`src/hdl/skinned_palette_bounds_core_macros.svh`:
```
// ----------------------------------------------------------------------------
// Assertion macros for the skinned palette bounds core
// Shorthand for clocked checks that are disabled while reset is asserted.
// ----------------------------------------------------------------------------
`ifndef SKINNED_PALETTE_BOUNDS_CORE_MACROS_SVH
`define SKINNED_PALETTE_BOUNDS_CORE_MACROS_SVH

// The consequent must hold in the same cycle as the antecedent.
`define SPB_ASSERT_NOW(lbl, ante, cons, msg) \
    lbl: assert property (@(posedge clk) disable iff (!rst_n) (ante) |-> (cons)) \
        else $error(msg);

// The consequent must hold in the cycle after the antecedent.
`define SPB_ASSERT_NEXT(lbl, ante, cons, msg) \
    lbl: assert property (@(posedge clk) disable iff (!rst_n) (ante) |=> (cons)) \
        else $error(msg);

`endif

```
`src/hdl/spb_pkg.sv`:
```
// ----------------------------------------------------------------------------
// Skinned palette bounds package
// Shared types, codes and arithmetic helpers of the bounds core.
// ----------------------------------------------------------------------------
package spb_pkg;

    // Signed Q16.16 value, a full product and a three-term sum.
    typedef logic signed [31:0] q16_t;
    typedef logic signed [63:0] prod_t;
    typedef logic signed [64:0] sum_t;

    localparam int unsigned NUM_AXES    = 3;
    localparam int unsigned QUEUE_DEPTH = 4;
    localparam int unsigned QPTR_W      = $clog2(QUEUE_DEPTH);
    localparam int unsigned QCNT_W      = $clog2(QUEUE_DEPTH + 1);

    localparam q16_t SAT_MAX = 32'sh7FFF_FFFF;
    localparam q16_t SAT_MIN = 32'sh8000_0000;

    // Output axis codes; the last code carries no axis.
    typedef enum logic [1:0] {
        AXIS_X    = 2'd0,
        AXIS_Y    = 2'd1,
        AXIS_Z    = 2'd2,
        AXIS_NONE = 2'd3
    } axis_t;

    // Configuration register indexes.
    typedef enum logic [2:0] {
        CFG_BIND_MIN_X     = 3'd0,
        CFG_BIND_MIN_Y     = 3'd1,
        CFG_BIND_MIN_Z     = 3'd2,
        CFG_BIND_MAX_X     = 3'd3,
        CFG_BIND_MAX_Y     = 3'd4,
        CFG_BIND_MAX_Z     = 3'd5,
        CFG_BIND_BOX_VALID = 3'd6
    } cfg_idx_t;

    // Bind box corners, index 0 is x.
    typedef struct packed {
        q16_t [NUM_AXES-1:0] lo;
        q16_t [NUM_AXES-1:0] hi;
    } bind_t;

    // Control part of a word travelling from front to back.
    typedef struct packed {
        logic       valid;
        logic       row_ok;
        logic [1:0] axis;
        logic       end_mark;
    } ctl_t;

    // A classified word with its products against both bind limits.
    typedef struct packed {
        ctl_t                 ctl;
        q16_t                 t;
        prod_t [NUM_AXES-1:0] p_lo;
        prod_t [NUM_AXES-1:0] p_hi;
    } item_t;

    // Full 32 x 32 signed product.
    function automatic prod_t mul_q16(input q16_t a, input q16_t b);
        prod_t p;
        p = a * b;
        return p;
    endfunction

    // Sum of three signed products without overflow.
    function automatic sum_t sum3(input prod_t a, input prod_t b, input prod_t c);
        sum_t s;
        s = sum_t'(a) + sum_t'(b) + sum_t'(c);
        return s;
    endfunction

    // Floor of the sum by 2^16, plus translation, saturated to 32 bits.
    function automatic q16_t sat_q16(input sum_t s, input q16_t t);
        logic signed [49:0] r;
        q16_t               v;
        r = 50'(s >>> 16) + 50'(t);
        if ((&r[49:31]) || !(|r[49:31]))
        begin
            v = r[31:0];
        end
        else if (r[49])
        begin
            v = SAT_MIN;
        end
        else
        begin
            v = SAT_MAX;
        end
        return v;
    endfunction

endpackage

```
`src/hdl/spb_queue.sv`:
```
// ----------------------------------------------------------------------------
// Skinned palette bounds queue
// Short first-in first-out buffer between the front and back ends.
// ----------------------------------------------------------------------------
module spb_queue
    import spb_pkg::*;
(
    input  logic  clk,
    input  logic  rst_n,
    input  logic  push,
    input  item_t wr_item,
    input  logic  pop,
    output item_t rd_item,
    output logic  full,
    output logic  empty
);

`include "skinned_palette_bounds_core_macros.svh"

    item_t              mem [QUEUE_DEPTH];
    logic [QPTR_W-1:0]  wr_ptr_reg;
    logic [QPTR_W-1:0]  rd_ptr_reg;
    logic [QCNT_W-1:0]  count_reg;

    assign full    = (count_reg == QCNT_W'(QUEUE_DEPTH));
    assign empty   = (count_reg == '0);
    assign rd_item = mem[rd_ptr_reg];

    // Storage.
    always_ff @(posedge clk)
    begin
        if (push)
        begin
            mem[wr_ptr_reg] <= wr_item;
        end
    end

    // Pointers and fill count.
    always_ff @(posedge clk or negedge rst_n)
    begin
        if (!rst_n)
        begin
            wr_ptr_reg <= '0;
            rd_ptr_reg <= '0;
            count_reg  <= '0;
        end
        else
        begin
            if (push)
            begin
                wr_ptr_reg <= QPTR_W'(wr_ptr_reg + 1'b1);
            end
            if (pop)
            begin
                rd_ptr_reg <= QPTR_W'(rd_ptr_reg + 1'b1);
            end
            if (push && !pop)
            begin
                count_reg <= QCNT_W'(count_reg + 1'b1);
            end
            else if (pop && !push)
            begin
                count_reg <= QCNT_W'(count_reg - 1'b1);
            end
        end
    end

    `SPB_ASSERT_NOW(a_no_push_full, push, !full, "queue written while full")
    `SPB_ASSERT_NOW(a_no_pop_empty, pop, !empty, "queue read while empty")

endmodule

```
`config.mk`:
```
export PLATFORM = sky130hd
export DESIGN_NAME = spb_queue
export DESIGN_NICKNAME = d
export VERILOG_FILES = /design/src/hdl/spb_pkg.sv /design/src/hdl/spb_queue.sv
export VERILOG_INCLUDE_DIRS = /design/src /design/src/hdl
export SDC_FILE = /design/constraint.sdc
export NUM_CORES = 1
export LEC_CHECK = 0
export ABC_AREA = 1
export BUFFER_PORTS_ARGS = -buffer_cell sky130_fd_sc_hd__clkbuf_2
export CORE_MARGIN = 2
export CORE_UTILIZATION = 36
export CTS_BUF_LIST = sky130_fd_sc_hd__clkbuf_2
export DETAILED_ROUTE_END_ITERATION = 10
export PLACE_DENSITY = 0.56
export SYNTH_ARGS = -nofsm -noshare
export SYNTH_HDL_FRONTEND = slang
export SYNTH_SLANG_ARGS = --single-unit
```
`constraint.sdc`:
```
create_clock -name clk -period 12.05 [get_ports clk]
set_input_delay 1.8075 -clock clk [delete_from_list [all_inputs] [get_ports clk]]
set_output_delay 1.8075 -clock clk [all_outputs]
set_load 0.02 [all_outputs]
```
==> results of run 1 <==
## cell type report
type / count / area share
clock inverter: 79 / 0.00467
tap: 2464 / 0.0381
clock buffer: 653 / 0.0404
inverter: 854 / 0.0401
sequential: 1691 / 0.627
antenna: 37 / 0.00114
timing repair buffer: 1311 / 0.110
multi-input combinational: 2133 / 0.139
## worst max path at each step
stage	start	end	slack, ps	cells past startpoint
finish	rd_ptr_reg[1]	rd_item[339]	4840	6
global route	rd_ptr_reg[1]	rd_item[97]	4170	6
CTS	rd_ptr_reg[1]	rd_item[96]	4380	6
detailed placement	rd_ptr_reg[1]	rd_item[96]	6580	6
global placement	rd_ptr_reg[1]	rd_item[123]	6590	6
floorplan	push	mem[1][0]	1050	3
## critical path, cell delays in order, from the launching register on
cell and delay (ps):
dfrtp_4 930, buf_4 660, buf_4 800, buf_4 590, o211ai_1 190, nand2_1 130, clkbuf_2 180
## power by group
| group | leakage, nW | switching (W) | internal [W] |
|---|---|---|---|
| Combinational | 14.5 | 0.00560 | 0.00205 |
| Clock | 2.89 | 0.00226 | 0.00146 |
| Sequential | 15.5 | 0.000287 | 0.00768 |
## layout by cell type (no fill, tap or decap), types with 32 or more instances in the layout
master,instances
nand2_1,1276
o211ai_1,842
diode_2,37
inv_1,849
clkbuf_2,1500
buf_4,32
clkinv_1,62
edfxtp_1,1684
dlygate4sd3_1,422
## what timing repair did
action / CTS / global route
hold buffers: 422 / 0
endpoints found under the hold margin: 1671 / 0
resized for setup: 0 / 0
setup endpoints to repair: 0 / 0
## per-layer routing
layer / part of all wire / GRT usage / vias up / wire length [um]
met2: 0.48 / 0.281 / 1280 / 81200
met1: 0.41 / 0.210 / 20400 / 68600
met4: 0.047 / 0.0922 / 8 / 7870
met3: 0.066 / 0.0514 / 431 / 11200
li1: - / - / 20600 / -
met5: 0.00029 / 0 / - / 49
## cell families (layout without fill, tap and decap cells)
family / Yosys count / in the layout
AO/OA/AOI/OAI: 843 / 843
AND/OR/NAND/NOR: 1280 / 1280
XOR/XNOR: 4 / 4
adder cells (fa/ha/maj): 6 / 6
buffers and inverters: 1135 / 2897
flip-flops: 1691 / 1691
other: 0 / 37
## per-stage QoR
stage | total power, W | std cells | instance area (um2) | hold slack, ps | setup WS (ps)
final | 0.0193 | 9222 | 81000 | 346 | 4840
after CTS | 0.0197 | 9185 | 80900 | 3.23 | 4380
after floorplan | 0.0134 | 4959 | 66600 | 463 | 1050
after global placement | 0.0157 | 8031 | 73000 | 478 | 6590
after detailed placement | 0.0158 | 8031 | 73000 | 490 | 6580
after global routing | 0.0206 | 9216 | 81000 | -19.9 | 4170
==> impl_metrics.env, run 1 <==
export IMPL_status="finished, violations left"
export IMPL_violations="slew limit"
export IMPL_tightest_slew_ps=1590
export IMPL_cap_violations=0
export IMPL_critPathRequiredTime_ps=10240
export IMPL_syn_num_nets=5390
export IMPL_synth_most_common_cell="edfxtp_1"
export IMPL_synth_area_um2=66600
export IMPL_tns_ps=0
export IMPL_r2r_slack_ps=8310
export IMPL_synth_seq_cells=1691
export IMPL_hold_viol_final=0
export IMPL_detail_route_antenna_nets=0
export IMPL_rr_endpoint="mem[3][240]"
export IMPL_synth_xor_xnor_area_share=0.000526
export IMPL_grt_total_usage=0.174
export IMPL_nNetsFinal=6870
export IMPL_dr_pass1_iters=5
export IMPL_portBuffers=847
export IMPL_relSlewSlack=-0.0603
export IMPL_die_area_um2=189000
export IMPL_grt_ovfl_total=0
export IMPL_rsz0062_at_grt="no"
export IMPL_core_area_um2=183000
export IMPL_multi_input_area_um2=11300
export IMPL_yosysTopAreaCellShare=0.759
export IMPL_critical_path_class="reg -> out"
export IMPL_num_rows=157
export IMPL_insertion_delay_ps=1850
export IMPL_clock_sinks=1691
export IMPL_ff2ff_path_depth=5
export IMPL_synth_warning_count=0
export IMPL_root_buffer="clkbuf_2"
export IMPL_setup_viol=0
export IMPL_clk_path_buf_depth=4
export IMPL_areaGrowthSynthToFinish_pct=21.5
export IMPL_avgSynthCellArea_um2=13.4
export IMPL_regArea_um2=50800
export IMPL_synth_top_area_cell="edfxtp_1"
export IMPL_holdPathEnd="mem[2][240]"
export IMPL_grt_pass1_vias=41100
export IMPL_largest_reg_flops=1684
export IMPL_critPathCaptureType="output port"
export IMPL_synthAdderAreaFrac=0.00124
export IMPL_critical_path_max_fanout=65
export IMPL_timing_rr_start="wr_ptr_reg[0]"
export IMPL_drv_slew=60
export IMPL_synthFlopType="edfxtp_1"
export IMPL_synth_top_family_by_area="compound AO/OA/AOI/OAI gates"
export IMPL_gp_congestion=0.828
export IMPL_synth_simple_area_share=0.0722
export IMPL_powerDensity_nw_per_um2=239
export IMPL_numCtsBuffers=448
export IMPL_cp_arrival_ps=5400
export IMPL_vias_per_cell=4.63
export IMPL_vias=42700
export IMPL_tritoncts="yes"
export IMPL_skew_ps=188
export IMPL_synth_common_cells="edfxtp_1 (1684), nand2_1 (1276), inv_1 (853)"
export IMPL_post_dp_hpwl_mm=101
export IMPL_finalCritPeriodShare=0.598
export IMPL_wire_per_inst_um=18.3
export IMPL_startpoint_type="flop"
export IMPL_utilization=0.441
export IMPL_grt_pass1_wl_mm=250
export IMPL_synthTopCellsByArea="edfxtp_1 (76%), o211ai_1 (9.5%), nand2_1 (7.2%), inv_1 (4.8%), buf_2 (1.6%)"
export IMPL_initial_core_util=0.363
export IMPL_synth_compound_area_frac=0.0950
export IMPL_synth_edff_count=1684
export IMPL_ys_seq_area_frac=0.762
export IMPL_die_w_um=434
export IMPL_drc=0
export IMPL_drt_iter0_drc=2368
export IMPL_antenna_found_initial=37
export IMPL_totalWireLength_mm=169
export IMPL_io_pins=848
export IMPL_synth_mux_area_frac=0
export IMPL_hold_class="in -> reg"
export IMPL_ys_types=18
export IMPL_synthArstFlopShare=0.00414
export IMPL_htree_levels=5
export IMPL_post_cts_buffers=0
export IMPL_layout_drive_gt1_share=0.233
export IMPL_hold_depth=1
export IMPL_n_fill_cell=17100
export IMPL_p_leak_nw=33.0
export IMPL_die_y_um=434
export IMPL_hold_path_startpoint="wr_item[240]"
export IMPL_grt_max_degree=281
export IMPL_ir_drop_mv=0.202
export IMPL_clkTransAtPathRegs_ps=90
export IMPL_period_needed_ps=7210
export IMPL_postSynthCellCount=4959
export IMPL_timing_fmax_ghz=0.139
Power figures use the tool's default switching activity.
==> run 2, diff against run 1 <==
==> constraint.sdc (replaced) <==
create_clock -name clk -period 7.4 [get_ports clk]
set_input_delay 1.11 -clock clk [delete_from_list [all_inputs] [get_ports clk]]
set_output_delay 1.11 -clock clk [all_outputs]
set_load 0.02 [all_outputs]
==> run 2 against run 1 <==
Effect of this change:
- the run now ends clean
- sequential power increased by 62%
- die area unchanged
- combinational power increased by 67%
- power increased by 64%
- largest cell class unchanged
==> impl_metrics.env, run 2 (synthesis gave the netlist of run 1 again) <==
export IMPL_p_leak_nw=34.7
export IMPL_startpoint_type="flop"
export IMPL_htree_levels=5
export IMPL_hold_viol_final=0
export IMPL_power_w=0.0317
export IMPL_layout_drive_gt1_share=0.217
export IMPL_post_cts_buffers=0
export IMPL_timing_fmax_ghz=0.176
export IMPL_drt_iter0_drc=2218
export IMPL_clock_sinks=1691
export IMPL_wire_per_inst_um=17.8
export IMPL_tightest_slew_ps=1320
export IMPL_insertion_delay_ps=1880
export IMPL_critPathRequiredTime_ps=6290
export IMPL_place_area_um2=73200
export IMPL_status="finished clean"
export IMPL_nNetsFinal=7293
export IMPL_critPathCaptureType="output port"
export IMPL_grt_max_degree=260
export IMPL_io_pins=848
export IMPL_rr_endpoint="mem[1][176]"
export IMPL_timing_rr_start="wr_ptr_reg[0]"
export IMPL_finalCritPeriodShare=0.767
export IMPL_endpoint="rd_item[216]"
export IMPL_grt_total_usage=0.176
export IMPL_final_cell_mix="edfxtp_1 (1684), clkbuf_2 (1473), nand2_1 (1272)"
export IMPL_utilization=0.465
export IMPL_core_area_um2=183000
export IMPL_detail_route_antenna_nets=0
export IMPL_largest_reg_flops=1684
export IMPL_grt_ovfl_total=0
export IMPL_vias_per_cell=4.61
export IMPL_critical_path_class="reg -> out"
export IMPL_powerDensity_nw_per_um2=372
export IMPL_period_needed_ps=5670
export IMPL_antenna_found_initial=37
export IMPL_setup_viol=0
export IMPL_finalInstanceArea_um2=85300
export IMPL_portBuffers=847
export IMPL_gp_congestion=0.790
export IMPL_ir_drop_mv=0.383
export IMPL_cp_arrival_ps=4560
export IMPL_num_rows=157
export IMPL_relSlewSlack=0.118
export IMPL_holdBufCountCts=849
export IMPL_areaGrowthSynthToFinish_pct=28.0
export IMPL_die_w_um=434
export IMPL_startpoint="rd_ptr_reg[1]"
export IMPL_critical_path_max_fanout=158
export IMPL_drc=0
export IMPL_cts_repair_resized=0
export IMPL_die_y_um=434
export IMPL_final_common_cell="edfxtp_1"
export IMPL_die_area_um2=189000
export IMPL_numCtsBuffers=437
export IMPL_rsz0062_at_grt="no"
export IMPL_skew_ps=115
export IMPL_cap_violations=0
export IMPL_clkTransAtPathRegs_ps=90
export IMPL_r2r_slack_ps=4590
export IMPL_grt_pass1_wl_mm=254
export IMPL_dr_pass1_iters=5
export IMPL_tritoncts="yes"
export IMPL_drv_slew=0
export IMPL_totalWireLength_mm=171
export IMPL_root_buffer="clkbuf_2"
export IMPL_clk_path_buf_depth=4
export IMPL_grt_pass1_vias=43800
export IMPL_hold_class="in -> reg"
export IMPL_vias=44400
export IMPL_initial_core_util=0.363
export IMPL_post_dp_hpwl_mm=98.8
export IMPL_ff2ff_path_depth=4
run 2: changes by cell type in the layout (fill, tap and decap cells not counted), moves of 6 or more:
cell / previous run / this run
buf_12: 10 / 21
clkbuf_2: 1500 / 1473
clkinv_1: 62 / 52
clkinv_2: 10 / 4
dlygate4sd3_1: 422 / 849
run 2: through the flow:
| stage | hold slack (ps) | std cells | setup TNS (ps) | setup slack, ps |
|---|---|---|---|---|
| final | 461 | 9616 | 0 | 1730 |
| after global routing | 134 | 9611 | 0 | 1130 |
| after CTS | 89.4 | 9577 | 0 | 1280 |
| after detailed placement | 493 | 8038 | 0 | 3470 |
| after global placement | 493 | 8038 | 0 | 3510 |
| after floorplan | 463 | 4959 | -1063030 | -631 |
run 2: power breakdown:
part	leakage, nW	internal (W)	switching, W
registers	15.5	0.0125	0.000417
logic	16.4	0.00355	0.00927
clock network	2.78	0.00238	0.00360
total	34.7	0.0184	0.0133
run 2: worst max-delay path, cell delays in order, from the launching register on:
cell and delay [ps]:
dfrtp_4 530, inv_8 540, buf_12 540, o211ai_1 250, nand2_1 220, clkbuf_2 200
run 2: metal layers:
metal	up-vias	part of all wire	global-route usage
met2	1243	0.49	0.291
met3	413	0.068	0.0544
met1	21300	0.40	0.203
met5	-	0.00054	0
li1	21400	-	-
met4	14	0.047	0.100
run 2: how the worst min path moves through the flow:
stage	slack, ps	from	end	cells after the start
final	460	push	count_reg[0]	4
after global routing	130	push	count_reg[0]	4
after CTS	90	push	count_reg[0]	4
after detailed placement	490	count_reg[2]	count_reg[2]	2
after global placement	490	count_reg[2]	count_reg[2]	2
after floorplan	460	count_reg[2]	count_reg[2]	2
run 2: layout make-up:
| class | instances | area, um2 |
|---|---|---|
| antenna | 39 | 97.6 |
| inverter | 854 | 3230 |
| sequential | 1691 | 50800 |
| clock inverter | 64 | 380 |
| tap | 2464 | 3080 |
| fill | 16700 | 98200 |
| timing repair buffer | 1745 | 13400 |
| clock buffer | 626 | 3130 |
| multi-input combinational | 2133 | 11300 |
